File: config.mk
export PLATFORM = sky130hd
export DESIGN_NAME = frame_pacing_timer
export DESIGN_NICKNAME = d
export VERILOG_FILES = /design/src/rtl/fpt_pkg.sv /design/src/rtl/fpt_div.sv /design/src/rtl/frame_pacing_timer.sv
export SDC_FILE = /design/constraint.sdc
export NUM_CORES = 2
export LEC_CHECK = 0
export BUFFER_PORTS_ARGS = -buffer_cell sky130_fd_sc_hd__buf_2
export CAP_MARGIN = 20
export CORE_MARGIN = 2
export CORE_UTILIZATION = 60
export DETAILED_ROUTE_END_ITERATION = 12
export GPL_ROUTABILITY_DRIVEN = 0
export PLACE_DENSITY = 0.78
export SETUP_SLACK_MARGIN = 0.1
export SYNTH_ARGS = -nofsm -noshare
export SYNTH_HDL_FRONTEND = slang
export SYNTH_SLANG_ARGS = --single-unit
File: constraint.sdc
create_clock -name clk -period 11.7 [get_ports clk]
set_input_delay 0 -clock clk [delete_from_list [all_inputs] [get_ports clk]]
set_output_delay 0 -clock clk [all_outputs]
set_load 0.1 [all_outputs]
File: src/rtl/fpt_pkg.sv
// ----------------------------------------------------------------------------
// fpt_pkg
// Shared types and constants of the frame pacing timer.
// ----------------------------------------------------------------------------
package fpt_pkg;

    // field widths
    localparam int PeriodW  = 24;
    localparam int TimeW    = 48;
    localparam int CountW   = 32;
    localparam int SpanW    = CountW + PeriodW;
    localparam int TargetW  = SpanW + 1;
    localparam int DiffW    = TargetW + 1;
    localparam int SatW     = 32;
    localparam int ElapsedW = 33;

    // period used when the register holds zero, also the reset value
    localparam logic [PeriodW-1:0] DefaultPeriod = 24'd16667;

    // default bound on skipped frames counted into the elapsed time
    localparam int MaxSkipDefault = 4;

    // operation codes
    typedef enum logic [1:0] {
        OP_START     = 2'd0,
        OP_WAIT      = 2'd1,
        OP_QUERY     = 2'd2,
        OP_RESET_LAG = 2'd3
    } fpt_op_t;

    // sequencer states
    typedef enum logic [3:0] {
        ST_IDLE,
        ST_MUL,
        ST_ORIGIN,
        ST_TARGET,
        ST_DIFF,
        ST_RESULT,
        ST_DIV,
        ST_ELAPSED,
        ST_DONE
    } fpt_state_t;

    // divider status
    typedef struct packed {
        logic busy;
        logic done;
    } fpt_div_stat_t;

endpackage

File: src/rtl/fpt_div.sv
// ----------------------------------------------------------------------------
// fpt_div
// Restoring bit-serial divider: one quotient bit per cycle.
// ----------------------------------------------------------------------------
module fpt_div
    import fpt_pkg::*;
(
    input  logic                clk,
    input  logic                rst_n,
    input  logic                start,
    input  logic [TimeW-1:0]    dividend,
    input  logic [PeriodW-1:0]  divisor,
    output fpt_div_stat_t       stat,
    output logic [TimeW-1:0]    quotient
);

    localparam int CntW = $clog2(TimeW);
    localparam logic [CntW-1:0] LastStep = CntW'(TimeW - 1);

    logic                busy_reg;
    logic                done_reg;
    logic [CntW-1:0]     cnt_reg;
    logic [PeriodW-1:0]  rem_reg;
    logic [TimeW-1:0]    quo_reg;
    logic [PeriodW-1:0]  divisor_reg;

    logic [PeriodW:0]    trial;
    logic [PeriodW+1:0]  trial_diff;
    logic                fits;
    logic [PeriodW-1:0]  rem_next;
    logic [TimeW-1:0]    quo_next;

    // one trial subtraction
    always_comb
    begin
        trial      = {rem_reg, quo_reg[TimeW-1]};
        trial_diff = {1'b0, trial} - {2'b00, divisor_reg};
        fits       = !trial_diff[PeriodW+1];
        rem_next   = fits ? trial_diff[PeriodW-1:0] : trial[PeriodW-1:0];
        quo_next   = {quo_reg[TimeW-2:0], fits};
    end

    // step control
    always_ff @(posedge clk or negedge rst_n)
    begin
        if (!rst_n)
        begin
            busy_reg <= 1'b0;
            done_reg <= 1'b0;
            cnt_reg  <= '0;
        end
        else
        begin
            done_reg <= 1'b0;
            if (start)
            begin
                busy_reg <= 1'b1;
                cnt_reg  <= '0;
            end
            else if (busy_reg)
            begin
                cnt_reg <= cnt_reg + 1'b1;
                if (cnt_reg == LastStep)
                begin
                    busy_reg <= 1'b0;
                    done_reg <= 1'b1;
                end
            end
        end
    end

    // datapath
    always_ff @(posedge clk)
    begin
        if (start)
        begin
            quo_reg     <= dividend;
            rem_reg     <= '0;
            divisor_reg <= divisor;
        end
        else if (busy_reg)
        begin
            quo_reg <= quo_next;
            rem_reg <= rem_next;
        end
    end

    assign stat.busy = busy_reg;
    assign stat.done = done_reg;
    assign quotient  = quo_reg;

endmodule

File: src/rtl/frame_pacing_timer.sv
// ----------------------------------------------------------------------------
// frame_pacing_timer
// Fixed-rate frame pacer with frame skip on integer microsecond timestamps.
// ----------------------------------------------------------------------------
// Usage: each input item carries an operation (start, wait, query, reset lag)
// and the current time from a free-running timebase; every item gives exactly
// one result item. The cfg channel writes the frame period; it is always
// ready; the user must write it only while the block is idle, which the
// block does not enforce. A period change is a cfg write followed by a
// reset-lag item. Start goes to done; reset lag runs multiply and origin;
// query and on-time wait run multiply, target, diff, result; a late wait
// adds the 48-step bit-serial divide of lag by period and elapsed. One shared
// 32x24 multiplier forms frames times period and the nominal elapsed time.
// Throughput: one item at a time; in_ready is high only while the sequencer
// is idle and the previous result has been handed to the output register.
// Reset: period returns to 16667, origin and frame count clear to zero.
// Stall: a result waits in the output register while out_ready is low; the
// next item may be accepted meanwhile and waits, fully computed, in the done
// step until the output register frees.
// ----------------------------------------------------------------------------
module frame_pacing_timer
    import fpt_pkg::*;
#(
    parameter int MAX_SKIP = MaxSkipDefault
)
(
    input  logic                        clk,
    input  logic                        rst_n,
    input  logic                        cfg_valid,
    output logic                        cfg_ready,
    input  logic [PeriodW-1:0]          cfg_data,
    input  logic                        in_valid,
    output logic                        in_ready,
    input  logic [1:0]                  operation,
    input  logic [TimeW-1:0]            now,
    output logic                        out_valid,
    input  logic                        out_ready,
    output logic signed [TimeW-1:0]     remaining_ticks,
    output logic [SatW-1:0]             delay_ticks,
    output logic [SatW-1:0]             dropped_frames,
    output logic [ElapsedW-1:0]         elapsed_ticks
);

    localparam int SkipW = $clog2(MAX_SKIP + 1);

    // control state
    fpt_state_t             state_reg, state_next;
    logic                   out_valid_reg;
    logic [PeriodW-1:0]     period_reg;
    logic [TimeW-1:0]       origin_reg;
    logic [CountW-1:0]      count_reg;

    // working registers
    fpt_op_t                op_reg;
    logic [TimeW-1:0]       now_reg;
    logic [SpanW-1:0]       prod_reg;
    logic [TargetW-1:0]     target_reg;
    logic [DiffW-1:0]       diff_reg;
    logic [SkipW-1:0]       bounded_reg;
    logic [TimeW-1:0]       res_remaining_reg;
    logic [SatW-1:0]        res_delay_reg;
    logic [SatW-1:0]        res_skipped_reg;
    logic [ElapsedW-1:0]    res_elapsed_reg;
    logic [TimeW-1:0]       out_remaining_reg;
    logic [SatW-1:0]        out_delay_reg;
    logic [SatW-1:0]        out_skipped_reg;
    logic [ElapsedW-1:0]    out_elapsed_reg;

    // combinational
    logic [PeriodW-1:0]     eff_period;
    logic [CountW-1:0]      mul_a;
    logic [SpanW-1:0]       mul_p;
    logic [DiffW-1:0]       neg_diff;
    logic                   div_start;
    fpt_div_stat_t          div_stat;
    logic [TimeW-1:0]       quotient;
    logic                   in_take;
    logic                   out_load;
    logic [TimeW-1:0]       sat_remaining;
    logic [SatW-1:0]        sat_delay;
    logic [SatW-1:0]        sat_skipped;
    logic [SkipW-1:0]       bounded_next;

    // effective period, zero selects the default
    assign eff_period = (period_reg == '0) ? DefaultPeriod : period_reg;

    // shared multiplier: frames times period, or (1 + bounded skips) times period
    assign mul_a = (state_reg == ST_ELAPSED) ? (CountW'(bounded_reg) + 1'b1) : count_reg;
    assign mul_p = mul_a * SpanW'(eff_period);

    // saturation and lag
    always_comb
    begin
        neg_diff = '0 - diff_reg;
        if (diff_reg[DiffW-1:TimeW-1] == '0 || diff_reg[DiffW-1:TimeW-1] == '1)
        begin
            sat_remaining = diff_reg[TimeW-1:0];
        end
        else
        begin
            sat_remaining = diff_reg[DiffW-1] ? {1'b1, {(TimeW-1){1'b0}}}
                                              : {1'b0, {(TimeW-1){1'b1}}};
        end
        sat_delay   = (diff_reg[DiffW-1:SatW] != '0) ? '1 : diff_reg[SatW-1:0];
        sat_skipped = (quotient[TimeW-1:SatW] != '0) ? '1 : quotient[SatW-1:0];
        bounded_next = (quotient > TimeW'(MAX_SKIP)) ? SkipW'(MAX_SKIP)
                                                     : quotient[SkipW-1:0];
    end

    assign in_ready  = (state_reg == ST_IDLE);
    assign in_take   = in_valid && in_ready;
    assign out_load  = (state_reg == ST_DONE) && (!out_valid_reg || out_ready);
    assign div_start = (state_reg == ST_RESULT) && (op_reg == OP_WAIT) && diff_reg[DiffW-1];
    assign cfg_ready = 1'b1;

    // lag divided by period
    fpt_div u_div
    (
        .clk      (clk),
        .rst_n    (rst_n),
        .start    (div_start),
        .dividend (neg_diff[TimeW-1:0]),
        .divisor  (eff_period),
        .stat     (div_stat),
        .quotient (quotient)
    );

    // next state
    always_comb
    begin
        state_next = state_reg;
        case (state_reg)
            ST_IDLE:
            begin
                if (in_take)
                begin
                    state_next = (fpt_op_t'(operation) == OP_START) ? ST_DONE : ST_MUL;
                end
            end
            ST_MUL:     state_next = (op_reg == OP_RESET_LAG) ? ST_ORIGIN : ST_TARGET;
            ST_ORIGIN:  state_next = ST_DONE;
            ST_TARGET:  state_next = ST_DIFF;
            ST_DIFF:    state_next = ST_RESULT;
            ST_RESULT:  state_next = div_start ? ST_DIV : ST_DONE;
            ST_DIV:     state_next = div_stat.done ? ST_ELAPSED : ST_DIV;
            ST_ELAPSED: state_next = ST_DONE;
            ST_DONE:    state_next = out_load ? ST_IDLE : ST_DONE;
            default:    state_next = ST_IDLE;
        endcase
    end

    // control and architectural state
    always_ff @(posedge clk or negedge rst_n)
    begin
        if (!rst_n)
        begin
            state_reg     <= ST_IDLE;
            out_valid_reg <= 1'b0;
            period_reg    <= DefaultPeriod;
            origin_reg    <= '0;
            count_reg     <= '0;
        end
        else
        begin
            state_reg <= state_next;
            if (cfg_valid && cfg_ready)
            begin
                period_reg <= cfg_data;
            end
            if (out_load)
            begin
                out_valid_reg <= 1'b1;
            end
            else if (out_ready)
            begin
                out_valid_reg <= 1'b0;
            end
            if (in_take)
            begin
                case (fpt_op_t'(operation))
                    OP_START:
                    begin
                        origin_reg <= now;
                        count_reg  <= '0;
                    end
                    OP_WAIT:  count_reg <= count_reg + 1'b1;
                    default:  ;
                endcase
            end
            if (state_reg == ST_ORIGIN)
            begin
                origin_reg <= (prod_reg > SpanW'(now_reg)) ? '0
                                                           : now_reg - prod_reg[TimeW-1:0];
            end
            if (state_reg == ST_DIV && div_stat.done)
            begin
                count_reg <= count_reg + quotient[CountW-1:0];
            end
        end
    end

    // datapath registers
    always_ff @(posedge clk)
    begin
        if (in_take)
        begin
            op_reg            <= fpt_op_t'(operation);
            now_reg           <= now;
            res_remaining_reg <= '0;
            res_delay_reg     <= '0;
            res_skipped_reg   <= '0;
            res_elapsed_reg   <= '0;
        end
        if (state_reg == ST_MUL)
        begin
            prod_reg <= mul_p;
        end
        if (state_reg == ST_TARGET)
        begin
            target_reg <= TargetW'(origin_reg) + TargetW'(prod_reg);
        end
        if (state_reg == ST_DIFF)
        begin
            diff_reg <= DiffW'(target_reg) - DiffW'(now_reg);
        end
        if (state_reg == ST_RESULT)
        begin
            res_remaining_reg <= sat_remaining;
            if (op_reg == OP_WAIT && !diff_reg[DiffW-1])
            begin
                res_delay_reg   <= sat_delay;
                res_elapsed_reg <= ElapsedW'(eff_period);
            end
        end
        if (state_reg == ST_DIV && div_stat.done)
        begin
            res_skipped_reg <= sat_skipped;
            bounded_reg     <= bounded_next;
        end
        if (state_reg == ST_ELAPSED)
        begin
            res_elapsed_reg <= mul_p[ElapsedW-1:0];
        end
        if (out_load)
        begin
            out_remaining_reg <= res_remaining_reg;
            out_delay_reg     <= res_delay_reg;
            out_skipped_reg   <= res_skipped_reg;
            out_elapsed_reg   <= res_elapsed_reg;
        end
    end

    assign out_valid       = out_valid_reg;
    assign remaining_ticks = out_remaining_reg;
    assign delay_ticks     = out_delay_reg;
    assign dropped_frames  = out_skipped_reg;
    assign elapsed_ticks   = out_elapsed_reg;

    // a result with skipped frames is a late wait: negative remaining, no delay
    assert property (@(posedge clk) disable iff (!rst_n)
        (out_valid && dropped_frames != '0) |-> (delay_ticks == '0 && remaining_ticks[TimeW-1]))
    else $error("skipped frames reported on a result that is not late");

    // a nonzero delay only comes from an on-time wait
    assert property (@(posedge clk) disable iff (!rst_n)
        (out_valid && delay_ticks != '0) |-> (dropped_frames == '0 && !remaining_ticks[TimeW-1]))
    else $error("sleep delay reported on a late result");

    // the divider finishes only while the sequencer waits for it
    assert property (@(posedge clk) disable iff (!rst_n)
        div_stat.done |-> (state_reg == ST_DIV))
    else $error("divider finished outside the divide step");

endmodule
==> metrics.log <==
INFO  metric design.die.area = 0.110 mm²
INFO  metric leakagePower = 0.0327 µW
INFO  metric reg2reg_launch_point = period_reg[23]$_DFFE_PN0P_
INFO  metric ant_nets = 0
INFO  metric synth_top_flop_cell = edfxtp_1
INFO  metric clock_tree.htree_level_count = 3
INFO  metric synth_nets = roughly 8000
INFO  metric cp_data_arrival_time = about 10000 ps
INFO  metric placeableCoreArea = between 0.1 and 0.15 mm²
INFO  metric design_power_total = roughly 18000 µW
INFO  metric final_design_area_no_fill = between 0.07 and 0.08 mm²
INFO  metric synth-seq-cells = 727
INFO  metric grt_usage = 0.352
INFO  metric timing.critical_path.buf_inv = 6
INFO  metric synth_async_sr_flop_share = 0.161
INFO  metric final_hold_violations = 0
INFO  metric drt-wirelength-per-cell = ~23 µm
INFO  metric finalSetupViolations = 0
INFO  metric cpLargestDelayFamily = adder cells
INFO  metric num_rows = 120
INFO  metric antenna_violations_before_repair = 13
INFO  metric initial_core_util = 0.604
INFO  metric netlist_area = 0.0646 mm²
INFO  metric ys.warnings.count = 0
INFO  metric clock_tree_from_tritoncts = built
INFO  metric slew_headroom = 0.271
INFO  metric crit_path_start_kind = flop
INFO  metric timing.hold.worst.start = cfg_valid
INFO  metric drt_iter0_drc = ~6500
INFO  metric detailed_place.area = 0.0668 mm²
INFO  metric via_count = approximately 52000
INFO  metric fin_nets = 8024
INFO  metric critPathCaptureType = flop
INFO  metric worstSetupPathType = reg2reg
INFO  metric fin_crit_sh = 0.844
INFO  metric crit_fanout = 36
INFO  metric io-pin-count = about 230
INFO  metric clock-skew-final = 35.9 ps
INFO  metric seq_area_frac_synth = 0.315
INFO  metric pwr_density_cell = between 200 and 300 mW/mm²
INFO  metric critical_path.startpoint = period_reg[23]$_DFFE_PN0P_
INFO  metric critical-path-max-stage-delay = 670 ps
INFO  metric clock-root-buffer = clkbuf_16
INFO  metric globalRouteOverflowTotal = 0
INFO  metric clk_path_buf_depth = 3
INFO  metric insertion_delay = roughly 660 ps
INFO  metric first_pass_iters = 8
INFO  metric maxClockFrequency = 101 MHz
INFO  metric flow.area_growth_from_synthesis = 8.73%
INFO  metric post_cts.resized_instances = 0
INFO  metric die_width = 332 µm
INFO  metric port_buffers = ~230
INFO  metric largest_register_ffs = 58
INFO  metric cp_data_required_time = roughly 12000 ps
INFO  metric routed_wire_length = a little under 200000 µm
INFO  metric period_needed = 9880 ps
INFO  metric synth_cell_types = approximately 100
INFO  metric worst-slew-pin-transition = 1090 ps
INFO  metric max-vdd-ir-drop = between 0.00015 and 0.0002 V
INFO  metric final.setup.tns = 0 ps
INFO  metric maxCapViolations = 0
INFO  metric grt_max_degree = between 100 and 150
INFO  metric drv_slew = 0
INFO  metric run_status = finished clean
INFO  metric critical_path.slowest_cell = or2_2
INFO  metric holdCritPathClass = in2reg
INFO  metric syn_inst = around 6800
INFO  metric clock_edge_transition_at_the_registers_on_the_reported_setup_and_hold_paths = approximately 60 ps
INFO  metric cts.sinks = between 700 and 800
INFO  metric cts_made_buffers = 76
INFO  metric grt_setup_unrepaired = no
INFO  metric first_global_vias = 50996
INFO  metric detail_route.drc_violations = 0
INFO  metric detailed_place_hpwl = between 100000 and 150000 µm
INFO  metric post_route_cells_drive_above_1_share = 0.0781
INFO  metric grt_first_pass_wirelength = approximately 300000 µm
INFO  metric final_core_util = 0.657
INFO  metric critPathMostFrequentCell = fa_1
INFO  metric syn-mean-instance-area = between 9 and 10 µm²
INFO  metric post_drt_via_cell_ratio = 6.27
INFO  metric synth-edff-count = roughly 520
INFO  metric die_h = roughly 330 µm
## cells in the mapped netlist (all sizes together) (19+ instances only)
| cell | count | area, µm² |
|---|---|---|
| nor2 | 533 | 2010 |
| xnor2 | 178 | 1560 |
| o211ai | 27 | 203 |
| buf | 26 | 124 |
| a211oi | 33 | 248 |
| mux2 | 26 | 293 |
| nor3 | 75 | 375 |
| a221o | 24 | 240 |
| nand4 | 55 | 344 |
| nor2b | 36 | 225 |
| dfrtp | 111 | 2780 |
| nand3 | 80 | 405 |
| o31ai | 19 | 161 |
| nor4 | 44 | 303 |
| or3 | 23 | 144 |
| and2 | 98 | 613 |
| o21ai | 265 | 1330 |
| dfxtp | 89 | 1780 |
| fa | 663 | 13300 |
| inv | 926 | 3480 |
| nand2 | 743 | 2790 |
| a221oi | 37 | 360 |
| o21bai | 41 | 308 |
| nand2b | 40 | 250 |
| o21a | 38 | 285 |
| and3 | 298 | 1860 |
| ha | 432 | 5410 |
| a21oi | 382 | 1930 |
| a31oi | 30 | 188 |
| xor2 | 107 | 937 |
| a21o | 160 | 1200 |
| clkbuf | 364 | 1370 |
| edfxtp | 521 | 15600 |
## logic make-up after synthesis
logic type               share of synthesized area
AO/OA/AOI/OAI                                0.121
buffers and inverters                       0.0770
flip-flops                                   0.315
adder cells (fa/ha/maj)                      0.289
XOR/XNOR                                    0.0386
other                                    0.0000580
AND/OR/NAND/NOR                              0.152
multiplexers                               0.00685
## power by group
part | switching (µW) | leakage (µW) | internal, µW | total, µW
Combinational | 6900 | 0.0245 | 3750 | 10700
Clock | 1080 | 0.00125 | 1400 | 2480
Sequential | 633 | 0.00699 | 3870 | 4510
## metrics by stage
| stage | hold slack (ps) | instances | worst slack (ps) |
|---|---|---|---|
| 6_report | 45.3 | 8322 | 1820 |
| 2_1_floorplan | -296 | 6766 | 3610 |
| 3_3_place_gp | 12.5 | 8093 | 2060 |
| 5_1_grt | 32.7 | 8316 | 1430 |
| 4_1_cts | 25.7 | 8313 | 1950 |
| 3_5_place_dp | 24.7 | 8093 | 1960 |
## placed cells by master, fill, tap and decap left out, types with 73 or more instances in the layout
cell,n
a21oi_1,377
nor2_1,526
nand3_1,77
fa_1,663
xnor2_1,178
clkbuf_16,78
and2_1,97
buf_2,224
dfxtp_1,89
dlygate4sd3_1,78
buf_4,87
a21o_1,160
o21ai_0,232
dfrtp_1,111
xor2_1,107
nand2_1,738
nor3_1,73
and3_1,297
inv_1,925
ha_1,432
edfxtp_1,521
## final timing paths
path,to,slack [ps],depth (start not counted)
max,prod_reg[54]$_DFFE_PP_,1820,29
min reg2reg,remaining_ticks[27]$_DFFE_PP_,410,0
max in group asynchronous,u_div.cnt_reg[3]$_DFFE_PN0P_,10180,4
max reg2reg,prod_reg[54]$_DFFE_PP_,1820,29
min in group asynchronous,origin_reg[43]$_DFFE_PN0P_,450,4
min,period_reg[3]$_DFFE_PN1P_,50,2
## area by class of cell
class / instances / area, µm²
repair buffers: 396 / 2710
diodes: 6 / 15.0
well taps: 1403 / 1760
flip-flops and latches: 727 / 20400
multi-input cells: 4720 / 39400
inverters: 929 / 3490
fillers: 8232 / 36600
clock inverters: 42 / 439
clock buffers: 99 / 2100
## per-layer routing
layer  wire (µm)  vias up  global-route usage
met2       85700     3449               0.533
met5          47        -                   0
li1            -    22752                   -
met3       25000      753               0.101
met4       14200        6               0.212
met1       69700    25192               0.449
## worst reg2reg max path, delay by kind of cell, from the launching register on
kind                     cells  cell delay, ps
buffers and inverters        6             540
adder cells (fa/ha/maj)      8            4070
AO/OA/AOI/OAI                6            1590
XOR/XNOR                     1             100
flip-flops                   1             350
AND/OR/NAND/NOR              8            2980
## repair_timing
| action | in CTS | in global routing |
|---|---|---|
| endpoints found under the hold margin | 175 | 0 |
| endpoints found under the setup margin | 0 | 0 |
| hold buffers | 79 | 0 |
| buffers inserted | 0 | 0 |
Power figures use the tool's default switching activity.
